## src/hdl/skf_pkg.sv

```systemverilog
// Scalar Kalman filter constants: config register map, commands, noise reset values.
`timescale 1ns / 1ps
`default_nettype none
package skf_pkg;

    localparam int CFG_INDEX_W = 2;

    localparam logic [CFG_INDEX_W-1:0] CFG_INIT_ESTIMATE     = 2'd0;
    localparam logic [CFG_INDEX_W-1:0] CFG_INIT_VARIANCE     = 2'd1;
    localparam logic [CFG_INDEX_W-1:0] CFG_PROCESS_NOISE     = 2'd2;
    localparam logic [CFG_INDEX_W-1:0] CFG_MEASUREMENT_NOISE = 2'd3;

    localparam logic CMD_FILTER  = 1'b0;
    localparam logic CMD_RESTART = 1'b1;

    localparam longint PROCESS_NOISE_RESET     = 655;
    localparam longint MEASUREMENT_NOISE_RESET = 65536;

endpackage
`default_nettype wire

```

## src/hdl/scalar_kalman_filter.sv

```systemverilog
// Scalar Kalman filter: one predict/update step per filter command on a shared serial unit.
// Input channel (i_valid/o_ready) carries i_cmd and i_measurement. A filter command
// runs one predict/update step; a restart command loads the estimate and variance
// from the init registers and reports a gain of zero. Output channel
// (o_valid/i_ready) returns estimate, variance and gain, one result per item.
// Configuration writes use i_cfg_valid/o_cfg_ready with a register index and data;
// o_cfg_ready is always high. Write registers only while the block is idle.
// A restart passes from accept through the final state into the output register.
// A filter step skips the divider when the measurement noise is zero. The cost
// is set by the restoring divider (one quotient bit per cycle) and two shift-add
// multiplies (one multiplier bit per cycle), all run in turn. One item is in
// work at a time; o_ready is high only while idle. The result sits in an output
// register, so a new item can be accepted while the previous result waits; a
// step that ends while the receiver still stalls holds in its final state until
// the output register frees.
// Reset clears the estimate and variance to zero, loads the register defaults
// and drops any pending result.
`timescale 1ns / 1ps
`default_nettype none
module scalar_kalman_filter #(
    parameter int DATA_WIDTH     = 32,
    parameter int GAIN_FRAC_BITS = 16
) (
    input  wire logic                                i_clk,
    input  wire logic                                i_rst_n,
    input  wire logic                                i_cfg_valid,
    output logic                                     o_cfg_ready,
    input  wire logic [skf_pkg::CFG_INDEX_W-1:0]     i_cfg_index,
    input  wire logic [DATA_WIDTH-1:0]               i_cfg_data,
    input  wire logic                                i_valid,
    output logic                                     o_ready,
    input  wire logic                                i_cmd,
    input  wire logic signed [DATA_WIDTH-1:0]        i_measurement,
    output logic                                     o_valid,
    input  wire logic                                i_ready,
    output logic signed [DATA_WIDTH-1:0]             o_estimate,
    output logic [DATA_WIDTH-1:0]                    o_variance,
    output logic [GAIN_FRAC_BITS:0]                  o_gain
);

    localparam int DW  = DATA_WIDTH;
    localparam int GF  = GAIN_FRAC_BITS;
    localparam int GW  = GF + 1;
    localparam int MAW = DW + 1;
    localparam int PW  = MAW + GW;
    localparam int EW  = DW + 4;
    localparam int CW  = $clog2(GW + 1);

    localparam logic [GW-1:0] GONE = {1'b1, {GF{1'b0}}};

    typedef enum logic [3:0] {
        ST_IDLE, ST_PRIOR, ST_GSET, ST_DIV, ST_VSET, ST_MUL,
        ST_ESET, ST_DLT, ST_EST, ST_OUT
    } t_state;

    t_state                   r_state;
    logic                     r_phase;
    logic [CW-1:0]            r_cnt;
    logic signed [DW-1:0]     r_init_est;
    logic [DW-1:0]            r_init_var;
    logic [DW-1:0]            r_q;
    logic [DW-1:0]            r_r;
    logic signed [DW-1:0]     r_est;
    logic [DW-1:0]            r_var;
    logic signed [DW-1:0]     r_meas;
    logic [DW-1:0]            r_prior;
    logic [MAW-1:0]           r_den;
    logic [MAW-1:0]           r_rem;
    logic [GW-1:0]            r_gain;
    logic [MAW-1:0]           r_ma;
    logic [PW-1:0]            r_acc;
    logic                     r_neg;
    logic signed [DW+2:0]     r_delta;
    logic                     r_o_valid;
    logic signed [DW-1:0]     r_o_est;
    logic [DW-1:0]            r_o_var;
    logic [GW-1:0]            r_o_gain;

    logic [DW:0]              prior_sum;
    logic [DW-1:0]            prior_sat;
    logic [MAW-1:0]           den_sum;
    logic [MAW:0]             div_shift;
    logic                     div_take;
    logic [MAW:0]             div_diff;
    logic [MAW:0]             mul_sum;
    logic signed [DW+1:0]     diff;
    logic [MAW-1:0]           diff_mag;
    logic [PW:0]              prod_signed;
    logic signed [EW-1:0]     nest;
    logic                     nest_ovf;
    logic signed [DW-1:0]     nest_sat;
    logic                     out_free;

    assign prior_sum = {1'b0, r_var} + {1'b0, r_q};
    assign prior_sat = prior_sum[DW] ? {DW{1'b1}} : prior_sum[DW-1:0];
    assign den_sum   = {1'b0, r_prior} + {1'b0, r_r};

    assign div_shift = {r_rem, 1'b0};
    assign div_diff  = div_shift - {1'b0, r_den};
    assign div_take  = div_shift >= {1'b0, r_den};

    assign mul_sum = {1'b0, r_acc[PW-1:GW]} + {1'b0, (r_acc[0] ? r_ma : {MAW{1'b0}})};

    assign diff     = {{2{r_meas[DW-1]}}, r_meas} - {{2{r_est[DW-1]}}, r_est};
    assign diff_mag = diff[DW+1] ? MAW'(-diff) : MAW'(diff);

    assign prod_signed = r_neg ? -{1'b0, r_acc} : {1'b0, r_acc};

    assign nest     = {{4{r_est[DW-1]}}, r_est} + {r_delta[DW+2], r_delta};
    assign nest_ovf = (nest[EW-1:DW-1] != {(EW-DW+1){nest[EW-1]}});
    assign nest_sat = nest_ovf ? (nest[EW-1] ? {1'b1, {(DW-1){1'b0}}}
                                             : {1'b0, {(DW-1){1'b1}}})
                               : nest[DW-1:0];

    assign out_free = !r_o_valid || i_ready;

    assign o_cfg_ready = 1'b1;
    assign o_ready     = (r_state == ST_IDLE);
    assign o_valid     = r_o_valid;
    assign o_estimate  = r_o_est;
    assign o_variance  = r_o_var;
    assign o_gain      = r_o_gain;

    always_ff @(posedge i_clk) begin
        if (!i_rst_n) begin
            r_state    <= ST_IDLE;
            r_o_valid  <= 1'b0;
            r_init_est <= '0;
            r_init_var <= '0;
            r_q        <= DW'(skf_pkg::PROCESS_NOISE_RESET);
            r_r        <= DW'(skf_pkg::MEASUREMENT_NOISE_RESET);
            r_est      <= '0;
            r_var      <= '0;
        end else begin
            if (r_o_valid && i_ready && r_state != ST_OUT) begin
                r_o_valid <= 1'b0;
            end
            if (i_cfg_valid) begin
                case (i_cfg_index)
                    skf_pkg::CFG_INIT_ESTIMATE:     r_init_est <= i_cfg_data;
                    skf_pkg::CFG_INIT_VARIANCE:     r_init_var <= i_cfg_data;
                    skf_pkg::CFG_PROCESS_NOISE:     r_q        <= i_cfg_data;
                    skf_pkg::CFG_MEASUREMENT_NOISE: r_r        <= i_cfg_data;
                    default: ;
                endcase
            end
            case (r_state)
                ST_IDLE: begin
                    if (i_valid) begin
                        r_meas <= i_measurement;
                        if (i_cmd == skf_pkg::CMD_RESTART) begin
                            r_est   <= r_init_est;
                            r_var   <= r_init_var;
                            r_gain  <= '0;
                            r_state <= ST_OUT;
                        end else begin
                            r_state <= ST_PRIOR;
                        end
                    end
                end
                ST_PRIOR: begin
                    r_prior <= prior_sat;
                    r_state <= ST_GSET;
                end
                ST_GSET: begin
                    r_den <= den_sum;
                    r_rem <= {1'b0, r_prior};
                    r_cnt <= '0;
                    if (den_sum == '0) begin
                        r_gain  <= '0;
                        r_state <= ST_VSET;
                    end else if (r_r == '0) begin
                        r_gain  <= GONE;
                        r_state <= ST_VSET;
                    end else begin
                        r_gain  <= '0;
                        r_state <= ST_DIV;
                    end
                end
                ST_DIV: begin
                    r_rem  <= div_take ? div_diff[MAW-1:0] : div_shift[MAW-1:0];
                    r_gain <= {r_gain[GW-2:0], div_take};
                    r_cnt  <= r_cnt + 1'b1;
                    if (r_cnt == CW'(GF - 1)) begin
                        r_state <= ST_VSET;
                    end
                end
                ST_VSET: begin
                    r_ma    <= {1'b0, r_prior};
                    r_acc   <= {{MAW{1'b0}}, GONE - r_gain};
                    r_cnt   <= '0;
                    r_phase <= 1'b0;
                    r_state <= ST_MUL;
                end
                ST_MUL: begin
                    r_acc <= {mul_sum, r_acc[GW-1:1]};
                    r_cnt <= r_cnt + 1'b1;
                    if (r_cnt == CW'(GF)) begin
                        r_state <= r_phase ? ST_DLT : ST_ESET;
                    end
                end
                ST_ESET: begin
                    r_var   <= r_acc[GF +: DW];
                    r_ma    <= diff_mag;
                    r_neg   <= diff[DW+1];
                    r_acc   <= {{MAW{1'b0}}, r_gain};
                    r_cnt   <= '0;
                    r_phase <= 1'b1;
                    r_state <= ST_MUL;
                end
                ST_DLT: begin
                    r_delta <= prod_signed[PW:GF];
                    r_state <= ST_EST;
                end
                ST_EST: begin
                    r_est   <= nest_sat;
                    r_state <= ST_OUT;
                end
                ST_OUT: begin
                    if (out_free) begin
                        r_o_valid <= 1'b1;
                        r_o_est   <= r_est;
                        r_o_var   <= r_var;
                        r_o_gain  <= r_gain;
                        r_state   <= ST_IDLE;
                    end
                end
                default: begin
                    r_state <= ST_IDLE;
                end
            endcase
        end
    end

endmodule
`default_nettype wire
```

## config.mk

```make
export PLATFORM = sky130hd
export DESIGN_NAME = scalar_kalman_filter
export DESIGN_NICKNAME = d
export VERILOG_FILES = /design/src/hdl/skf_pkg.sv /design/src/hdl/scalar_kalman_filter.sv
export SDC_FILE = /design/constraint.sdc
export NUM_CORES = 1
export LEC_CHECK = 0
export BUFFER_PORTS_ARGS = -buffer_cell sky130_fd_sc_hd__buf_2
export CORE_MARGIN = 4
export CORE_UTILIZATION = 57
export DETAILED_ROUTE_END_ITERATION = 7
export GPL_TIMING_DRIVEN = 1
export PLACE_DENSITY = 0.82
export SLEW_MARGIN = 10
export SYNTH_ARGS = -nofsm -noshare
export SYNTH_HDL_FRONTEND = slang
export SYNTH_SLANG_ARGS = --single-unit
```

## constraint.sdc

```tcl
create_clock -name i_clk -period 5 [get_ports i_clk]
set_input_delay 0.5 -clock i_clk [delete_from_list [all_inputs] [get_ports i_clk]]
set_output_delay 0.5 -clock i_clk [all_outputs]
set_load 0.1 [all_outputs]
```

==> After elaboration in Yosys (flattened, before gate mapping) <==
Index checks and enable logic that the tools add are counted.
{ "totals": {"inputBits": 72, "reg_bits": 550, "output_inout_bits": 84} }
{ "classes": {"eq_ne": 21, "mux": 34, "n_reduce_logical": 36, "add_sub_neg": 10, "order_cmp": 1} }
{ "op_table": {"columns": ["operator", "count"], "rows": [
  ["$mux 32", 6],
  ["$pmux 50 s3", 1],
  ["$pmux 33 s2", 2],
  ["$pmux 32 s2", 2],
  ["$mux 33", 3],
  ["$mux 17", 4],
  ["$add 32x32->33", 2],
  ["$neg 50->51", 1],
  ["$pmux 17 s3", 1],
  ["$mux 50", 1],
  ["$add 32x35->36", 1],
  ["$pmux 4 s9", 1],
  ["$add 33x33->34", 1],
  ["$ge 34x33->1", 1],
  ["$logic_not 33->1", 1],
  ["$neg 33->33", 1],
  ["$sub 32x32->33", 1],
  ["$sub 33x33->33", 1],
  ["$logic_not 32->1", 1],
  ["$reduce_and 2->1", 12],
  ["$mux 4", 5],
  ["$sub 17x17->17 const A", 1],
  ["$eq 4x3->1 const B", 4],
  ["$reduce_and 3->1", 4],
  ["26 further kinds", 44]
]} }

==> Logic depth before layout (Yosys ltp) <==
{ "depth": {"depth_word": 5, "ltp_mapped": 18, "mapped_depth_nobuf": 17} }

==> Worst setup path after synthesis <==
OpenSTA, ideal clock, no wires.
{ "synth_path": {"path_kind": "in2reg", "startpoint": "input port i_rst_n", "endpoint": "register r_o_est[0], in the netlist o_estimate[0], enable pin", "n_path_buf": 3, "arrival_time_ns": 4.756, "path_stages": 5, "t_required_ns": 4.479, "setup_slack_ns": -0.277, "setup_time_ns": 0.521, "cell_sequence": "clkbuf_1 > clkbuf_1 > buf_1 > nand2_1 > nor2_1"} }
{ "synth_between": {"elab_chain_len": 1} }
{ "synth_lines": {"columns": ["item", "line", "source"], "rows": [
  ["start: declaration", "scalar_kalman_filter.sv:25", "input wire logic i_rst_n,"],
  ["$reduce_and 3->1 (no source line)", null, null],
  ["end signal: assignment", "scalar_kalman_filter.sv:222", "r_o_est <= r_est;"],
  ["end: declaration", "scalar_kalman_filter.sv:75", "logic signed [DW-1:0] r_o_est;"]
]} }
Every way passes these cells.
A chain may end at the register's enable or synchronous reset.

==> Worst setup path in the final report <==
{ "layout_path": {"startpoint": "register r_acc[5]", "endpoint": "register r_delta[34] (data pin)"} }
{ "layout_between": {"elab_chain_len": 1} }
{ "layout_lines": {"columns": ["item", "line", "source"], "rows": [
  ["start: declaration", "scalar_kalman_filter.sv:71", "logic [PW-1:0] r_acc;"],
  ["start signal: assignment", "scalar_kalman_filter.sv:190", "r_acc <= {{MAW{1'b0}}, GONE - r_gain};"],
  ["start signal: assignment", "scalar_kalman_filter.sv:196", "r_acc <= {mul_sum, r_acc[GW-1:1]};"],
  ["start signal: assignment", "scalar_kalman_filter.sv:206", "r_acc <= {{MAW{1'b0}}, r_gain};"],
  ["$neg 50->51", "scalar_kalman_filter.sv:107", "assign prod_signed = r_neg ? -{1'b0, r_acc} : {1'b0, r_acc};"],
  ["end signal: assignment", "scalar_kalman_filter.sv:212", "r_delta <= prod_signed[PW:GF];"],
  ["end: declaration", "scalar_kalman_filter.sv:73", "logic signed [DW+2:0] r_delta;"]
]} }
Every way passes these cells.

==> reports/results.txt <==
status: finished, final reports clean
synth warn: 0
fraction of layout instances using a drive strength above 1: 0.0977
r2r setup slk: 0.14 ns
mean area per synthesized cell: 9.38 sq um
fmax: 206 MHz
crit-path most repeated cell: or4_4
worst reg2reg path endpoint: r_delta[34]
Max clock buf depth: 3
Flop pwr share: 0.395
worst hold start: i_measurement[0]
Tcrit/Tclk final: 0.972
endpoints failing setup: 0
minimum clock period after layout: 4.86 ns
grt total ovfl: 0
Slew @ Worst Pin: 1.11 ns
core area: 56500 sq um
Clk pwr share: 0.318
Routed Antenna Nets: 0
FF+latch area: 14500 sq um
crit-path cells: nor4_2, nand4_1, buf_4, or4b_1, or4_4, or3_4, nand4b_4, or4_4, or3_1, or2_4, or4_4, o41a_1
WHS: 0.0300 ns
Main synth FF type: edfxtp_1
Final Instance Area: 36300 sq um
DR iter-0 viols: 3268
critical path class: register to register
Die Y: 247 microns
Sw Ratio: 0.346
starting density of the core: 0.577
Worst Hold Path EP: r_meas[0]
top-area cell type share of the netlist area: 0.325
final wirelength: 98600 microns
IO Pins: 156
post-synth cell types: 82
Seq cells post-synth: 550
largest net degree at the start of global routing: 122
Hold Crit Depth: 1
Post-CTS Hold Buffers: 0
gr usage total: 0.316
endpoint type of the worst setup path: register
final-report hold violation count: 0
Final Util: 0.643
die span in x: 247 microns
Placed Instance Area: 34200 sq um
die area: 61100 sq um
number of max-cap violations: 0
Setup Skew: 0.0587 ns
PortBufs: 154
worst reg2reg path depth: 12
final slew viol count: 0
area of the multi-input gates: 17100 sq um
P&R area growth vs syn: 11.3%
CP max-delay cell: or4b_1
Cell Pwr Density: 402 nW/um^2
Worst Path Required: 5.38 ns
Clk Latency, worst-skew pair: 0.66 ns
CTS tree: built
Pleak: 0.0147 uW
crit start category: register
placed insts: 4283
Worst Hold Class: input pin to register
Sink Count: 550
clock buffer count from CTS: 57
hpwl dp: 72300 microns
worst setup path start: r_acc[5]
EDFF count, synth: 353
largest cells by area after synthesis: edfxtp_1 32%, dfxtp_1 12%, ha_1 7.7%
Max IR drop VDD: 0.000340 V
DR WL/cell: 22.5 microns
sequential area share after synthesis: 0.446
Synth async-reset ratio: 0
clk slew on worst S/H paths: 0.06 ns
clock root buffer: clkbuf_16
Non-Filler Instances: 4392
first-pass GRT wire length: 150000 microns
row count: 87
fin nets: 3868
1st-pass router iterations: 6
CTS H-Tree Depth: 2
drt via density: 6.31
crit-path max FO: 6
syn nets: 3757
RR Startpoint: r_acc[5]
Psw: 5050 uW
vias in the first global route: 25900
CP delay by family, top: simple AND/OR/NAND/NOR gates
delay of the slowest critical-path stage: 0.53 ns
Buf+Inv Stages, Crit Path: 1
drc violations: 0
crit path DAT: 5.24 ns
Power Internal: 9530 uW
Vias: 27700
post-synth top area cell: edfxtp_1
Cell Area, Synth: 32600 sq um
gpl congestion: 0.981
Comb power frac: 0.287
Post-Synthesis Cells: 3477
initial antenna violation count: 2
headroom to the max-slew limit: 0.259
setup_tns: 0 ns
Fill cells: 4479
-- synth_stat cells (23+ instances only) --
library cell  number
nand4_1           28
nand2_1          568
nand3_1           99
nor2_1           158
o21ai_0          260
o211a_1           35
nand2b_1          30
nor3_1            52
edfxtp_1         353
xnor2_1          136
and3_1            33
clkbuf_1         135
xor2_1            70
and2_1            76
o21a_1            35
a21boi_0         132
a21o_1            97
ha_1             202
inv_1            137
a31oi_1           28
o21bai_1          36
mux2i_1           27
dfxtp_1          197
a211oi_1          28
a21oi_1          201
nor2b_1           23
or3_1             37
-- final cells by class --
| class | instances | area share |
|---|---|---|
| multi-input cells | 2649 | 0.472 |
| flip-flops and latches | 550 | 0.401 |
| clock buffers | 76 | 0.0449 |
| repair buffers | 192 | 0.0298 |
| well taps | 756 | 0.0261 |
| inverters | 137 | 0.0143 |
| clock inverters | 30 | 0.0120 |
| repair inverters | 1 | 0.000138 |
| diodes | 1 | 0.0000689 |
-- layout by cell type, fill, tap and decap left out, types with 98 or more instances in the layout --
cell type  count
nor2_1       153
xnor2_1      136
inv_1        136
dfxtp_1      197
buf_2        153
a21boi_0     132
nand3_1       98
edfxtp_1     353
a21oi_1      198
nand2_1      568
ha_1         202
o21ai_0      260
-- flip-flops by register name, indices dropped and copies added (netlist names), 33 cells and up --
register / flops
r_ma: 33
r_rem: 33
r_delta: 35
r_acc: 50
r_den: 33
-- timing repair --
action                                  CTS  global route
endpoints found under the setup margin    0            10
gates resized for setup                   0             4
hold endpoints to repair                  0             0
setup buffers                             0             1
-- worst register-to-register path, cell delays in order, from the launching register on --
cell	delay [ns]
edfxtp_1	0.40
nor4_2	0.36
nand4_1	0.13
buf_4	0.19
or4b_1	0.54
or4_4	0.46
or3_4	0.37
nand4b_4	0.24
or4_4	0.50
or3_1	0.35
or2_4	0.25
or4_4	0.46
o41a_1	0.34
-- per-layer routing --
layer	global-route usage	up-vias	share of wire	wire length [microns]
li1	-	12800	-	-
met1	0.441	13000	0.40	39200
met2	0.481	1588	0.43	42400
met5	0	-	0.00014	14
met3	0.0694	275	0.12	12200
met4	0.124	2	0.048	4690
-- how the worst max path moves through the flow --
stage	cells after the start	slack (ns)	to
floorplan	3	0.53	r_meas[0]
global placement	11	0.17	r_delta[34]
detailed placement	11	0.09	r_delta[34]
CTS	11	0.05	r_delta[34]
global route	12	-0.1	r_delta[34]
finish	12	0.14	r_delta[34]
-- per-stage QoR --
step	worst slack [ns]	total power [uW]
after CTS	0.0503	14500
after global routing	-0.0993	15200
final	0.138	14600
after global placement	0.169	9800
after floorplan	0.535	8640
after detailed placement	0.0875	9870
-- power groups by stage --
stage | combinational, uW | clock [uW] | sequential [uW]
after floorplan | 2860 | 0 | 5780
after global placement | 3980 | 0 | 5820
after detailed placement | 4040 | 0 | 5820
after CTS | 4090 | 4660 | 5730
after global routing | 4550 | 4850 | 5770
final | 4190 | 4630 | 5760
-- cell families (layout without fill, tap and decap cells) --
kind of cell    after synthesis  count (layout)  synth area share
mux                          29              29           0.00898
fa+ha+maj                   208             208            0.0812
buf+inv                     278             436            0.0321
simple gates               1214            1214             0.177
compound gates              991             991             0.200
other cells                   1               2          0.000115
flops                       550             550             0.446
xor+xnor                    206             206            0.0553
Power figures use the tool's default switching activity.
